==> src/esc_pkg.sv <==
`default_nettype none
package esc_pkg;

  localparam int unsigned SecsW   = 32;
  localparam int unsigned YearW   = 12;
  localparam int unsigned MonthW  = 4;
  localparam int unsigned DayW    = 5;
  localparam int unsigned HourW   = 5;
  localparam int unsigned MinuteW = 6;
  localparam int unsigned SecondW = 6;

  localparam int unsigned SecsPerDay     = 86400;
  localparam int unsigned SecsPerHour    = 3600;
  localparam int unsigned SecsPerMin     = 60;
  localparam int unsigned FirstYear      = 1970;
  localparam int unsigned DaysLeapYear   = 366;
  localparam int unsigned DaysCommonYear = 365;

  typedef logic [SecsW-1:0]   secs_t;
  typedef logic [YearW-1:0]   year_t;
  typedef logic [MonthW-1:0]  month_t;
  typedef logic [DayW-1:0]    day_t;
  typedef logic [HourW-1:0]   hour_t;
  typedef logic [MinuteW-1:0] minute_t;
  typedef logic [SecondW-1:0] second_t;

  // days in a month, february widened when the year is a leap year
  function automatic logic [4:0] month_len(input month_t m, input logic leap);
    logic [4:0] len;
    case (m)
      4'd2:                      len = leap ? 5'd29 : 5'd28;
      4'd4, 4'd6, 4'd9, 4'd11:   len = 5'd30;
      default:                   len = 5'd31;
    endcase
    return len;
  endfunction

endpackage
`default_nettype wire

==> src/esc_in_if.sv <==
`default_nettype none
interface esc_in_if;
  import esc_pkg::*;

  logic  valid;
  logic  ready;
  secs_t epoch_seconds;

  modport source (output valid, output epoch_seconds, input ready);
  modport sink   (input valid, input epoch_seconds, output ready);
endinterface
`default_nettype wire

==> src/esc_out_if.sv <==
`default_nettype none
interface esc_out_if;
  import esc_pkg::*;

  logic    valid;
  logic    ready;
  year_t   year;
  month_t  month;
  day_t    day;
  hour_t   hour;
  minute_t minute;
  second_t second;

  modport source (output valid, output year, output month, output day,
                  output hour, output minute, output second, input ready);
  modport sink   (input valid, input year, input month, input day,
                  input hour, input minute, input second, output ready);
endinterface
`default_nettype wire

==> src/epoch_seconds_to_calendar_unit.sv <==
`default_nettype none
// Converts an unsigned 32-bit count of seconds since 1970-01-01 00:00:00 into
// year, month, day, hour, minute and second, one result word per input word.
// Every year divisible by four counts as a leap year (2100 included). The
// whole conversion runs on one shared 18-bit subtract/compare unit under a
// small sequencer: 32 restoring steps split off the day count and the
// seconds of the day, 5 steps give the hour, 6 the minute, then one step per
// year tested from 1970 (up to 137) and one per month tested (up to 12).
// The year walk dominates the conversion time. The input is ready only while
// the sequencer is idle; a finished word sits in the output register until
// taken, and the next input is accepted while it waits there.
module epoch_seconds_to_calendar_unit (
  input  wire logic  clk,
  input  wire logic  rst_n,
  esc_in_if.sink     in_s,
  esc_out_if.source  out_m
);
  import esc_pkg::*;

  typedef enum logic [2:0] {
    ST_IDLE,
    ST_DIV_DAY,
    ST_DIV_HOUR,
    ST_DIV_MIN,
    ST_YEAR,
    ST_MONTH,
    ST_FINISH
  } state_t;

  localparam int unsigned OpW = 18;

  state_t        st_r, st_nxt;
  logic [4:0]    cnt_r, cnt_nxt;
  secs_t         acc_r, acc_nxt;   // dividend, then day count (0-based)
  logic [16:0]   rem_r, rem_nxt;   // seconds of the day, then of hour, minute
  hour_t         hour_r, hour_nxt;
  minute_t       min_r, min_nxt;
  year_t         year_r, year_nxt;
  month_t        month_r, month_nxt;

  logic          out_valid_r, out_valid_nxt;
  year_t         out_year_r, out_year_nxt;
  month_t        out_month_r, out_month_nxt;
  day_t          out_day_r, out_day_nxt;
  hour_t         out_hour_r, out_hour_nxt;
  minute_t       out_min_r, out_min_nxt;
  second_t       out_sec_r, out_sec_nxt;

  // shared subtract/compare unit
  logic [OpW-1:0] op_a, op_b;
  logic [OpW:0]   diff;
  logic           ge;
  logic           leap;
  logic           out_free;

  assign leap     = (year_r[1:0] == 2'd0);
  assign out_free = !out_valid_r || out_m.ready;

  // operand select per sequencer step
  always_comb begin
    op_a = '0;
    op_b = '0;
    case (st_r)
      ST_DIV_DAY: begin
        op_a = {rem_r, acc_r[SecsW-1]};
        op_b = OpW'(SecsPerDay);
      end
      ST_DIV_HOUR: begin
        op_a = {1'b0, rem_r};
        op_b = OpW'(SecsPerHour) << cnt_r[2:0];
      end
      ST_DIV_MIN: begin
        op_a = {1'b0, rem_r};
        op_b = OpW'(SecsPerMin) << cnt_r[2:0];
      end
      ST_YEAR: begin
        op_a = {2'b00, acc_r[15:0]};
        op_b = leap ? OpW'(DaysLeapYear) : OpW'(DaysCommonYear);
      end
      ST_MONTH: begin
        op_a = {2'b00, acc_r[15:0]};
        op_b = {13'd0, month_len(month_r, leap)};
      end
      default: begin
        op_a = '0;
        op_b = '0;
      end
    endcase
  end

  assign diff = {1'b0, op_a} - {1'b0, op_b};
  assign ge   = !diff[OpW];

  always_comb begin
    st_nxt        = st_r;
    cnt_nxt       = cnt_r;
    acc_nxt       = acc_r;
    rem_nxt       = rem_r;
    hour_nxt      = hour_r;
    min_nxt       = min_r;
    year_nxt      = year_r;
    month_nxt     = month_r;
    out_valid_nxt = out_valid_r && !out_m.ready;
    out_year_nxt  = out_year_r;
    out_month_nxt = out_month_r;
    out_day_nxt   = out_day_r;
    out_hour_nxt  = out_hour_r;
    out_min_nxt   = out_min_r;
    out_sec_nxt   = out_sec_r;

    case (st_r)
      ST_IDLE: begin
        if (in_s.valid) begin
          acc_nxt   = in_s.epoch_seconds;
          rem_nxt   = '0;
          hour_nxt  = '0;
          min_nxt   = '0;
          year_nxt  = YearW'(FirstYear);
          month_nxt = 4'd1;
          cnt_nxt   = 5'd31;
          st_nxt    = ST_DIV_DAY;
        end
      end
      // restoring division by seconds per day, quotient shifts into acc
      ST_DIV_DAY: begin
        rem_nxt = ge ? diff[16:0] : op_a[16:0];
        acc_nxt = {acc_r[SecsW-2:0], ge};
        cnt_nxt = cnt_r - 5'd1;
        if (cnt_r == 5'd0) begin
          cnt_nxt = 5'd4;
          st_nxt  = ST_DIV_HOUR;
        end
      end
      ST_DIV_HOUR: begin
        if (ge) begin
          rem_nxt = diff[16:0];
        end
        hour_nxt = {hour_r[HourW-2:0], ge};
        cnt_nxt  = cnt_r - 5'd1;
        if (cnt_r == 5'd0) begin
          cnt_nxt = 5'd5;
          st_nxt  = ST_DIV_MIN;
        end
      end
      ST_DIV_MIN: begin
        if (ge) begin
          rem_nxt = diff[16:0];
        end
        min_nxt = {min_r[MinuteW-2:0], ge};
        cnt_nxt = cnt_r - 5'd1;
        if (cnt_r == 5'd0) begin
          st_nxt = ST_YEAR;
        end
      end
      // leave the year once the remaining days fit in it
      ST_YEAR: begin
        if (ge) begin
          acc_nxt[15:0] = diff[15:0];
          year_nxt      = year_r + YearW'(1);
        end else begin
          st_nxt = ST_MONTH;
        end
      end
      ST_MONTH: begin
        if (ge && month_r != 4'd12) begin
          acc_nxt[15:0] = diff[15:0];
          month_nxt     = month_r + 4'd1;
        end else begin
          st_nxt = ST_FINISH;
        end
      end
      ST_FINISH: begin
        if (out_free) begin
          out_valid_nxt = 1'b1;
          out_year_nxt  = year_r;
          out_month_nxt = month_r;
          out_day_nxt   = acc_r[DayW-1:0] + DayW'(1);
          out_hour_nxt  = hour_r;
          out_min_nxt   = min_r;
          out_sec_nxt   = rem_r[SecondW-1:0];
          st_nxt        = ST_IDLE;
        end
      end
      default: begin
        st_nxt = ST_IDLE;
      end
    endcase
  end

  always_ff @(posedge clk) begin
    if (!rst_n) begin
      st_r        <= ST_IDLE;
      cnt_r       <= '0;
      out_valid_r <= 1'b0;
    end else begin
      st_r        <= st_nxt;
      cnt_r       <= cnt_nxt;
      out_valid_r <= out_valid_nxt;
    end
    acc_r       <= acc_nxt;
    rem_r       <= rem_nxt;
    hour_r      <= hour_nxt;
    min_r       <= min_nxt;
    year_r      <= year_nxt;
    month_r     <= month_nxt;
    out_year_r  <= out_year_nxt;
    out_month_r <= out_month_nxt;
    out_day_r   <= out_day_nxt;
    out_hour_r  <= out_hour_nxt;
    out_min_r   <= out_min_nxt;
    out_sec_r   <= out_sec_nxt;
  end

  assign in_s.ready   = (st_r == ST_IDLE);
  assign out_m.valid  = out_valid_r;
  assign out_m.year   = out_year_r;
  assign out_m.month  = out_month_r;
  assign out_m.day    = out_day_r;
  assign out_m.hour   = out_hour_r;
  assign out_m.minute = out_min_r;
  assign out_m.second = out_sec_r;

endmodule
`default_nettype wire
==> src/flat_wrapper.sv <==
// flat-port wrapper written by rule: the top's interface ports become plain ports
module epoch_seconds_to_calendar_unit_flat import esc_pkg::*;
  (clk, rst_n, in_s_valid, in_s_epoch_seconds, in_s_ready, out_m_valid, out_m_year, out_m_month, out_m_day, out_m_hour, out_m_minute, out_m_second, out_m_ready);
  esc_in_if in_s_i ();
  esc_out_if out_m_i ();
  input  wire logic clk;
  input  wire logic rst_n;
  input wire logic [$bits(in_s_i.valid)-1:0] in_s_valid;
  input wire logic [$bits(in_s_i.epoch_seconds)-1:0] in_s_epoch_seconds;
  output wire logic [$bits(in_s_i.ready)-1:0] in_s_ready;
  output wire logic [$bits(out_m_i.valid)-1:0] out_m_valid;
  output wire logic [$bits(out_m_i.year)-1:0] out_m_year;
  output wire logic [$bits(out_m_i.month)-1:0] out_m_month;
  output wire logic [$bits(out_m_i.day)-1:0] out_m_day;
  output wire logic [$bits(out_m_i.hour)-1:0] out_m_hour;
  output wire logic [$bits(out_m_i.minute)-1:0] out_m_minute;
  output wire logic [$bits(out_m_i.second)-1:0] out_m_second;
  input wire logic [$bits(out_m_i.ready)-1:0] out_m_ready;
  assign in_s_i.valid = in_s_valid;
  assign in_s_i.epoch_seconds = in_s_epoch_seconds;
  assign in_s_ready = in_s_i.ready;
  assign out_m_valid = out_m_i.valid;
  assign out_m_year = out_m_i.year;
  assign out_m_month = out_m_i.month;
  assign out_m_day = out_m_i.day;
  assign out_m_hour = out_m_i.hour;
  assign out_m_minute = out_m_i.minute;
  assign out_m_second = out_m_i.second;
  assign out_m_i.ready = out_m_ready;
  epoch_seconds_to_calendar_unit u_core (.clk(clk), .rst_n(rst_n), .in_s(in_s_i), .out_m(out_m_i));
endmodule
==> config.mk <==
export PLATFORM = sky130hd
export DESIGN_NAME = epoch_seconds_to_calendar_unit_flat
export DESIGN_NICKNAME = d
export VERILOG_FILES = /design/src/esc_pkg.sv /design/src/esc_in_if.sv /design/src/esc_out_if.sv /design/src/epoch_seconds_to_calendar_unit.sv /design/src/flat_wrapper.sv
export SDC_FILE = /design/constraint.sdc
export NUM_CORES = 1
export LEC_CHECK = 0
export ABC_AREA = 1
export BUFFER_PORTS_ARGS = -buffer_cell sky130_fd_sc_hd__buf_4
export CAP_MARGIN = 20
export CELL_PAD_IN_SITES_DETAIL_PLACEMENT = 0
export CELL_PAD_IN_SITES_GLOBAL_PLACEMENT = 1
export CORE_AREA = 2 2 146 148
export CTS_CLUSTER_SIZE = 25
export DETAILED_ROUTE_END_ITERATION = 16
export DIE_AREA = 0 0 148 150
export PLACE_DENSITY = 0.64
export SYNTH_ARGS = -nofsm -noshare
export SYNTH_HDL_FRONTEND = slang
export SYNTH_SLANG_ARGS = --single-unit
==> constraint.sdc <==
create_clock -name clk -period 10.44 [get_ports clk]
set_clock_uncertainty 0.05 [all_clocks]
set_input_delay 1.566 -clock clk [delete_from_list [all_inputs] [get_ports clk]]
set_output_delay 1.566 -clock clk [all_outputs]
set_load 0.02 [all_outputs]
==> flow_metrics.env, run 1 <==
export IMPL_status="complete, no violations"
export IMPL_syn_avg_cell_area_um2=8.91
export IMPL_cts_resized=0
export IMPL_drt_initial_drc_count=303
export IMPL_die_w_um=148
export IMPL_dp_hpwl_mm=12.9
export IMPL_synth_edff_count=114
export IMPL_holdWs_ps=376
export IMPL_hold_viol=0
export IMPL_syn_num_nets=859
export IMPL_yosysWarnings=0
export IMPL_min_path_type="register to register"
export IMPL_cts_htree_levels=4
export IMPL_fp_dieArea_um2=22200
export IMPL_yosysUniqueCellTypes=49
export IMPL_worstMarginPinSlew_ps=840
export IMPL_crit_slowest_cell="ha_1"
export IMPL_grt_busiest_layer="met2"
export IMPL_netlist_area_um2=7060
export IMPL_wire_per_inst_um=15.1
export IMPL_clk_transition_reported_paths_ps=60
export IMPL_cts_tree="built"
export IMPL_slew_headroom_pct=44.0
export IMPL_r2r_start="u_core.st_r[2]"
export IMPL_critPathBufInv=4
export IMPL_crit_path_start_kind="register"
export IMPL_cts_made_buffers=17
export IMPL_crit_type="register to register"
export IMPL_vias=5467
export IMPL_synthCells=792
export IMPL_hold_buffers=0
export IMPL_coreArea_um2=20700
export IMPL_top_level_ports=76
export IMPL_r2r_setup_slack_ps=5560
export IMPL_crit_chain="inv_2 > ha_1 > inv_2 > nor2_1 > inv_1 > o211ai_1 > o21ai_1 > ha_1 > nand2_1 > nor2_1 > nand3_1 > nand3_2 > nand2_2 > nand2_4 > o221ai_1 > inv_1"
export IMPL_slowest_delay_ps=720
export IMPL_whs_path_depth=0
export IMPL_use_met2_pct=28.6
export IMPL_final_nets=935
export IMPL_rsz0062_at_grt="no"
export IMPL_synth_area_leaders="edfxtp_1 48%, nand2_1 12%, ha_1 5.3%, inv_1 5.0%, nand3_1 3.3%"
export IMPL_drt_wl_total_mm=17.4
export IMPL_layout_drive_gt1_share_pct=17.7
export IMPL_finalSetupViolations=0
export IMPL_drtPass1Iterations=4
export IMPL_max_clock_path_buffers=2
export IMPL_multi_input_area_um2=2930
export IMPL_nFillCells=2162
export IMPL_antenna_left=0
export IMPL_cp_max_fo=18
export IMPL_async_flop_share_pct=0
export IMPL_overflow=0
export IMPL_fin_crit_ps=4880
export IMPL_dominantRegCellSynth="edfxtp_1"
export IMPL_antenna_found_initial=0
export IMPL_drv_cap=0
export IMPL_fin_crit_sh_pct=46.8
export IMPL_fmax_mhz=205
export IMPL_first_global_vias=5437
export IMPL_diodes=0
export IMPL_reg2reg_to="u_core.rem_r[7]"
export IMPL_tns_ps=0
export IMPL_synth_top_area_share_pct=48.5
export IMPL_ys_seq_area_share_pct=51.0
export IMPL_grt_util_met1_pct=20.8
export IMPL_row_count=53
export IMPL_die_height_um=150
export IMPL_synth_top_area_cell="edfxtp_1"
export IMPL_areaGrowthSynthToFinish_pct=19.8
export IMPL_track_usage_pct=16.5
export IMPL_avgViaCountPerCell=4.73
export IMPL_cts_root_buf="clkbuf_16"
export IMPL_port_buffers=75
export IMPL_drv_slew=0
export IMPL_min_from="u_core.hour_r[4]"
export IMPL_reg2reg_depth=16
export IMPL_hold_path_end="u_core.out_m.hour[4]"
export IMPL_cp_top_family="buffers and inverters"
export IMPL_drc=0
export IMPL_start_util_pct=34.1
export IMPL_grt_pass1_wl_mm=28.3
export IMPL_clock_sinks=123
export IMPL_worstSkewPairLatency_ps=420
export IMPL_use_met3_pct=2.96
export IMPL_post_cts_setup_buffers=0
export IMPL_arrival_ps=4880
export IMPL_place_gp_congestion=0.886
export IMPL_regArea_um2=3600
export IMPL_end_kind="register"
export IMPL_grt_max_degree=58
export IMPL_ys_ff_latch=123
export IMPL_required_ps=10440
## sequential cells by signal (all words and copies together) (netlist names)
signal	cells
u_core.acc_r	32
u_core.cnt_r	5
u_core.hour_r	5
u_core.min_r	6
u_core.month_r	4
u_core.out_m.day	5
u_core.out_m.hour	5
u_core.out_m.minute	6
u_core.out_m.month	4
u_core.out_m.second	6
u_core.out_m.valid	1
u_core.out_m.year	12
u_core.rem_r	17
u_core.st_r	3
u_core.year_r	12
## per-stage QoR
stage	std cells	cell area [µm²]	utilization, %	worst slack [ps]
after floorplan	792	7060	-	6450
after global placement	1124	7880	38.1	5700
after detailed placement	1124	7880	38.1	5620
after CTS	1155	8460	40.9	5540
after global routing	1155	8460	40.9	5210
final	1155	8460	40.9	5560
## placed cells by master (no fill, tap or decap), types with 3 or more instances in the layout
cell type   count
nand2_1       221
edfxtp_1      114
inv_1          94
buf_4          79
nor2_1         56
nand3_1        46
a21oi_1        36
ha_1           30
o211ai_1       20
o21ai_0        20
o21ai_1        17
clkbuf_16      17
inv_2          14
xor2_1         10
o21ai_2         9
dfxtp_1         9
xnor2_1         8
nand2_2         6
o221ai_1        6
a221oi_1        5
a21oi_2         4
nor2_4          4
a22oi_1         4
clkinvlp_4      4
o22ai_1         3
nor3_1          3
nand4_1         3
clkinv_4        3
## worst max-delay path by stage
stage	start	endpoint	slack [ps]	cells after the start
4_1_cts	u_core.st_r[2]	u_core.rem_r[7]	5540	16
3_5_place_dp	u_core.st_r[2]	u_core.rem_r[15]	5620	16
2_1_floorplan	out_m_ready	u_core.out_m.day[0]	6450	2
3_3_place_gp	u_core.st_r[2]	u_core.rem_r[15]	5700	16
6_report	u_core.st_r[2]	u_core.rem_r[7]	5560	16
5_1_grt	u_core.st_r[2]	u_core.rem_r[11]	5210	16
## Yosys cell counts, types with 4 or more instances
cell,number
xnor2_1,8
nand3_1,46
xor2_1,10
inv_1,94
o21ai_0,20
a21oi_2,4
a22oi_1,4
buf_2,9
nand2_2,6
nor2_1,56
inv_2,14
o221ai_1,6
nand2_1,221
a21oi_1,37
ha_1,30
dfxtp_1,9
o211ai_1,20
o21ai_1,17
a221oi_1,5
o21ai_2,9
edfxtp_1,114
buf_4,8
## layer usage
layer	vias to the layer above	wire (µm)
met2	89	8610
li1	2833	-
met5	-	0
met3	19	458
met1	2526	8070
met4	0	263
## layout make-up
class                      instances  share of cell area [%]
timing repair buffer              79                    7.01
sequential                       123                    42.6
clock inverter                    13                    1.73
inverter                         109                    4.87
multi-input combinational        538                    34.6
tap                              275                    4.07
clock buffer                      18                    5.07
## cells by family (layout without fill, tap and decap cells)
logic type | Yosys count | count (layout) | synth area share, %
compound gates | 138 | 138 | 12.5
buf+inv | 131 | 219 | 7.69
simple gates | 351 | 351 | 20.9
fa+ha+maj | 31 | 31 | 5.60
xor+xnor | 18 | 18 | 2.23
flops | 123 | 123 | 51.0
Power of run 1 is left out: the tool's default activity adds up to more than one toggle a clock period on the data nets, which glitch-free logic cannot reach.
==> inputs of run 2 (changes only) <==
--- a/config.mk
+++ b/config.mk
@@ -5,7 +5,7 @@
 export SDC_FILE = /design/constraint.sdc
 export NUM_CORES = 1
 export LEC_CHECK = 0
-export ABC_AREA = 1
+export ABC_AREA = 0
 export BUFFER_PORTS_ARGS = -buffer_cell sky130_fd_sc_hd__buf_4
 export CAP_MARGIN = 20
 export CELL_PAD_IN_SITES_DETAIL_PLACEMENT = 0
@@ -14,7 +14,7 @@
 export CTS_CLUSTER_SIZE = 25
 export DETAILED_ROUTE_END_ITERATION = 16
 export DIE_AREA = 0 0 148 150
-export PLACE_DENSITY = 0.64
+export PLACE_DENSITY = 0.65
 export SYNTH_ARGS = -nofsm -noshare
 export SYNTH_HDL_FRONTEND = slang
 export SYNTH_SLANG_ARGS = --single-unit
==> constraint.sdc (replaced) <==
create_clock -name clk -period 4.33 [get_ports clk]
set_clock_uncertainty 0.05 [all_clocks]
set_input_delay 0.6495 -clock clk [delete_from_list [all_inputs] [get_ports clk]]
set_output_delay 0.6495 -clock clk [all_outputs]
set_load 0.02 [all_outputs]
==> flow_metrics.env, run 2 <==
export IMPL_seqPwrFrac_pct=28.1
export IMPL_powerDensity_nw_per_um2=890
export IMPL_fmax_mhz=249
export IMPL_first_global_vias=5654
export IMPL_areaGrowthSynthToFinish_pct=24.0
export IMPL_fin_util_pct=42.3
export IMPL_cp_max_fo=17
export IMPL_max_flop_register="u_core.acc_r"
export IMPL_worstMarginPinSlew_ps=658
export IMPL_clockPowerShare_pct=21.2
export IMPL_vias=5676
export IMPL_diodes=0
export IMPL_nFillCells=2044
export IMPL_leakage_nw=3.52
export IMPL_grt_max_degree=39
export IMPL_place_gp_congestion=0.886
export IMPL_largest_reg_flops=32
export IMPL_yosysWarnings=0
export IMPL_max_clock_path_buffers=2
export IMPL_crit_path_start_kind="register"
export IMPL_rsz0062_at_grt="no"
export IMPL_finalSetupViolations=0
export IMPL_start_util_pct=34.1
export IMPL_drc=0
export IMPL_die_w_um=148
export IMPL_row_count=53
export IMPL_drv_cap=0
export IMPL_netSwitchingPower_w=0.00329
export IMPL_avgViaCountPerCell=5.18
export IMPL_status="complete, no violations"
export IMPL_syn_num_nets=787
export IMPL_antenna_found_initial=0
export IMPL_p_int_w=0.00450
export IMPL_yosysUniqueCellTypes=65
export IMPL_clk_transition_reported_paths_ps=60
export IMPL_synth_top_area_share_pct=48.5
export IMPL_netlist_area_um2=7060
export IMPL_r2r_start="u_core.st_r[2]"
export IMPL_overflow=0
export IMPL_dominantRegCellSynth="edfxtp_1"
export IMPL_slew_headroom_pct=56.0
export IMPL_crit_type="register to register"
export IMPL_layout_commonest_cell="nand2_1"
export IMPL_wire_per_inst_um=16.9
export IMPL_drtPass1Iterations=5
export IMPL_final_nets=874
export IMPL_hold_viol=0
export IMPL_cts_htree_levels=4
export IMPL_min_path_type="register to register"
export IMPL_drt_initial_drc_count=406
export IMPL_yosysMostFrequentCell="nand2_1"
export IMPL_ys_seq_area_share_pct=51.0
export IMPL_largestRegisters="u_core.acc_r x32, u_core.rem_r x17"
export IMPL_top_level_ports=76
export IMPL_arrival_ps=4090
export IMPL_track_usage_pct=17.0
export IMPL_cts_resized=0
export IMPL_cts_made_buffers=17
export IMPL_crit_start="u_core.st_r[2]"
export IMPL_die_height_um=150
export IMPL_p_sw_share_pct=42.2
export IMPL_synth_top_area_cell="edfxtp_1"
export IMPL_antenna_left=0
export IMPL_port_buffers=75
export IMPL_grt_pass1_wl_mm=29.5
export IMPL_layout_drive_gt1_share_pct=18.8
export IMPL_post_cts_setup_buffers=0
export IMPL_final_cell_mix="146 x nand2_1, 114 x edfxtp_1, 107 x buf_4"
export IMPL_cts_root_buf="clkbuf_16"
export IMPL_drv_slew=0
export IMPL_hold_buffers=0
export IMPL_tns_ps=0
export IMPL_cts_tree="built"
export IMPL_end_kind="register"
export IMPL_clock_sinks=123
export IMPL_worstSkewPairLatency_ps=420
export IMPL_coreArea_um2=20700
export IMPL_syn_avg_cell_area_um2=9.80
export IMPL_dp_hpwl_mm=13.4
export IMPL_synthCells=720
export IMPL_fin_crit_sh_pct=92.8
export IMPL_synth_area_leaders="edfxtp_1 48%, nand2_1 7.8%, ha_1 5.3%, o21ai_0 4.0%, nor2_1 3.0%"
export IMPL_required_ps=4400
export IMPL_ys_top_cells_by_count="146 x nand2_1, 114 x edfxtp_1, 57 x nor2_1"
export IMPL_async_flop_share_pct=0
export IMPL_fin_crit_ps=4020
export IMPL_min_from="u_core.min_r[5]"
export IMPL_drt_wl_total_mm=18.5
export IMPL_ys_ff_latch=123
export IMPL_comb_power_share_pct=50.7
export IMPL_synth_edff_count=114
export IMPL_ir_drop_uv=386
export IMPL_fp_dieArea_um2=22200
[run 2: cell types whose count changed after synthesis, sizes merged, moves of 12 or more]
cell    change
o211ai     -15
inv        -90
and3       +13
clkbuf     +32
buf        -15
nand2      -81
a22oi      +13
o21ai      +12
nand3      -30
a22o       +17
[run 2: cells by family (layout without fill, tap and decap cells)]
family,Yosys count,count (layout),synth area share [%]
and+or+nand+nor,289,289,18.1
AOI/OAI and AO/OA,185,185,17.6
DFF,123,123,51.0
buffers and inverters,59,159,3.44
adders and majority gates,31,31,5.60
xor gates and xnor gates,25,25,3.10
muxes,8,8,1.13
[run 2: worst paths after layout]
check	end	slack [ps]	depth (start not counted)
setup / recovery	u_core.rem_r[9]	310	14
hold reg to reg	u_core.out_m.minute[5]	370	0
hold / removal	u_core.out_m.minute[5]	370	0
setup reg to reg	u_core.rem_r[9]	310	14
[run 2: critical path, cell delays in order, from the launching register on]
cell,delay (ps)
dfxtp_1,420
inv_1,80
ha_1,260
buf_4,230
a22o_1,230
or2_2,280
a22o_1,190
ha_1,380
o211ai_1,150
a211oi_1,280
o31a_1,250
o21ai_4,100
and2_4,250
a211oi_4,300
buf_4,250
[run 2: power groups by stage]
stage               Combinational (W)  Clock, W  Sequential (W)
global placement              0.00391         0         0.00220
detailed placement            0.00394         0         0.00221
finish                        0.00395   0.00165         0.00219
CTS                           0.00396   0.00169         0.00219
global route                  0.00439   0.00174         0.00224
floorplan                     0.00289         0         0.00212
[run 2: cell type report]
| cell class | count | area [µm²] | share of cell area (%) |
|---|---|---|---|
| repair buffers | 107 | 803 | 9.18 |
| inverters | 20 | 75.1 | 0.858 |
| clock inverters | 13 | 239 | 2.73 |
| well taps | 275 | 344 | 3.93 |
| flip-flops and latches | 123 | 3600 | 41.2 |
| multi-input cells | 538 | 3240 | 37.1 |
| clock buffers | 19 | 443 | 5.06 |
[run 2: layer usage]
layer  track usage, %  vias to the layer above  routed length [µm]
met5                0                        -                   0
met4             6.62                        0                 403
met3             2.68                       26                 588
met2             28.3                      140                8820
met1             22.4                     2720                8660
li1                 -                     2790                   -
[run 2: stage by stage]
stage / instances / power, W / worst slack (ps) / cell area, µm² / hold slack, ps
2_1_floorplan: 720 / 0.00501 / 30.6 / 7080 / 350
3_3_place_gp: 1063 / 0.00611 / 410 / 8070 / 356
3_5_place_dp: 1063 / 0.00615 / 351 / 8070 / 357
4_1_cts: 1095 / 0.00784 / 339 / 8750 / 371
5_1_grt: 1095 / 0.00837 / 113 / 8750 / 381
6_report: 1095 / 0.00779 / 311 / 8750 / 369
Note: power is estimated with default switching activity, not from simulation.
==> inputs of run 3 (changes only) <==
--- a/config.mk
+++ b/config.mk
@@ -8,13 +8,12 @@
 export ABC_AREA = 0
 export BUFFER_PORTS_ARGS = -buffer_cell sky130_fd_sc_hd__buf_4
 export CAP_MARGIN = 20
-export CELL_PAD_IN_SITES_DETAIL_PLACEMENT = 0
-export CELL_PAD_IN_SITES_GLOBAL_PLACEMENT = 1
 export CORE_AREA = 2 2 146 148
 export CTS_CLUSTER_SIZE = 25
 export DETAILED_ROUTE_END_ITERATION = 16
 export DIE_AREA = 0 0 148 150
-export PLACE_DENSITY = 0.65
+export GPL_TIMING_DRIVEN = 0
+export PLACE_DENSITY = 0.53
 export SYNTH_ARGS = -nofsm -noshare
 export SYNTH_HDL_FRONTEND = slang
 export SYNTH_SLANG_ARGS = --single-unit
==> flow_metrics.env, run 3 (same netlist as run 2, synthesis figures left out) <==
export IMPL_status="complete, no violations"
export IMPL_track_usage_pct=17.9
export IMPL_cp_max_fo=10
export IMPL_required_ps=4400
export IMPL_antenna_found_initial=0
export IMPL_max_clock_path_buffers=2
export IMPL_hold_buffers=0
export IMPL_finalSetupViolations=0
export IMPL_die_w_um=148
export IMPL_grt_pass1_wl_mm=30.2
export IMPL_holdWs_ps=374
export IMPL_largest_reg_flops=32
export IMPL_fin_crit_ps=4150
export IMPL_drc=0
export IMPL_clock_sinks=123
export IMPL_top_level_ports=76
export IMPL_drv_slew=0
export IMPL_avgViaCountPerCell=5.19
export IMPL_clk_transition_reported_paths_ps=50
export IMPL_leakage_nw=3.50
export IMPL_regArea_um2=3610
export IMPL_fp_dieArea_um2=22200
export IMPL_hold_viol=0
export IMPL_cts_htree_levels=4
export IMPL_first_global_vias=5567
export IMPL_ir_drop_uv=387
export IMPL_drv_cap=0
export IMPL_wire_per_inst_um=17.5
export IMPL_min_path_type="register to register"
export IMPL_dpl_worst_slack_ps=-1530
export IMPL_grt_max_degree=20
export IMPL_layout_commonest_cell="nand2_1"
export IMPL_slew_headroom_pct=49.9
export IMPL_fmax_mhz=241
export IMPL_powerDensity_nw_per_um2=883
export IMPL_final_cell_mix="145 x nand2_1, 114 x edfxtp_1, 83 x buf_4"
export IMPL_coreArea_um2=20700
export IMPL_end_kind="register"
export IMPL_port_buffers=75
export IMPL_largestRegisters="u_core.acc_r x32, u_core.rem_r x17"
export IMPL_arrival_ps=4230
export IMPL_fin_cells=1108
export IMPL_worstMarginPinSlew_ps=749
export IMPL_drt_initial_drc_count=406
export IMPL_tns_ps=0
export IMPL_nFillCells=2085
export IMPL_overflow=0
export IMPL_worstSkewPairLatency_ps=420
export IMPL_final_nets=887
export IMPL_drtPass1Iterations=5
export IMPL_drt_wl_total_mm=19.3
export IMPL_start_util_pct=34.1
export IMPL_die_height_um=150
export IMPL_cts_root_buf="clkbuf_16"
export IMPL_fin_crit_sh_pct=95.9
export IMPL_fin_ws_ps=178
export IMPL_dp_cells=1073
export IMPL_cts_made_buffers=17
export IMPL_max_flop_register="u_core.acc_r"
export IMPL_antenna_left=0
export IMPL_cts_tree="built"
export IMPL_crit_type="register to register"
export IMPL_multi_input_area_um2=3350
export IMPL_dp_hpwl_mm=13.8
export IMPL_vias=5747
export IMPL_crit_path_start_kind="register"
export IMPL_diodes=0
export IMPL_layout_drive_gt1_share_pct=21.0
export IMPL_place_gp_congestion=0.936
export IMPL_areaGrowthSynthToFinish_pct=25.1
export IMPL_row_count=53
## run 3: cell count changes in the layout (fill, tap and decap cells not counted), sizes merged
| cell | change |
|---|---|
| inv | -2 |
| buf | -14 |
| bufinv | -4 |
| clkinv | -1 |
| clkbuf | +33 |
| clkinvlp | +1 |
## run 3: path summary, 6_finish.rpt
kind / from / end / slack [ps] / cells after the start
hold / removal: u_core.hour_r[4] / u_core.out_m.hour[4] / 370 / 0
setup / recovery: u_core.st_r[1] / u_core.rem_r[16] / 180 / 18
hold reg to reg: u_core.hour_r[4] / u_core.out_m.hour[4] / 370 / 0
setup reg to reg: u_core.st_r[1] / u_core.rem_r[16] / 180 / 18
## run 3: final cells by class
class | instances | area share, %
plain buffers | 35 | 2.38
multi-input cells | 538 | 37.9
flip-flops and latches | 123 | 40.8
clock buffers | 25 | 5.38
repair buffers | 85 | 7.62
clock inverters | 7 | 1.03
well taps | 275 | 3.90
inverters | 20 | 0.963
## run 3: worst max-delay path, stage by stage, from the launching register on
cell,delay [ps]
dfxtp_2,390
inv_4,140
ha_4,240
clkbuf_8,220
clkinvlp_4,210
o21ai_1,220
nor2_1,80
nor2_1,90
a21oi_1,50
ha_1,230
fa_2,390
nor2b_4,130
o31a_1,210
o31a_1,250
o21ai_4,130
and2_4,200
buf_8,160
a211oi_4,250
buf_6,210
## run 3: stage by stage
| stage | power, W | utilization [%] | instance area, µm² |
|---|---|---|---|
| CTS | 0.00771 | 42.4 | 8770 |
| detailed placement | 0.00614 | 38.8 | 8030 |
| finish | 0.00780 | 42.7 | 8830 |
| global placement | 0.00614 | 38.6 | 7990 |
| global route | 0.00833 | 42.7 | 8830 |
| floorplan | 0.00501 | - | 7080 |
## run 3: what timing repair did
item / 4_1_cts / 5_1_grt
setup buffers: 7 / 0
setup endpoints to repair: 81 / 64
pin swaps: 3 / 2
resized for setup: 44 / 37
## run 3: layer usage
layer / wire length (µm) / global-route usage [%] / share of wire [%] / vias to the layer above
li1: - / - / - / 2821
met1: 9030 / 24.0 / 47 / 2759
met2: 8990 / 28.5 / 46 / 138
met3: 874 / 3.81 / 4.5 / 29
met4: 456 / 6.95 / 2.4 / 0
met5: 0 / 0 / 0 / -
## run 3: where the power goes
part	internal, W	leakage [nW]	switching (W)	total, W
Combinational	0.00159	2.08	0.00266	0.00425
Clock	0.000876	0.276	0.000510	0.00139
Sequential	0.00192	1.14	0.000240	0.00216
Total	0.00439	3.50	0.00341	0.00780
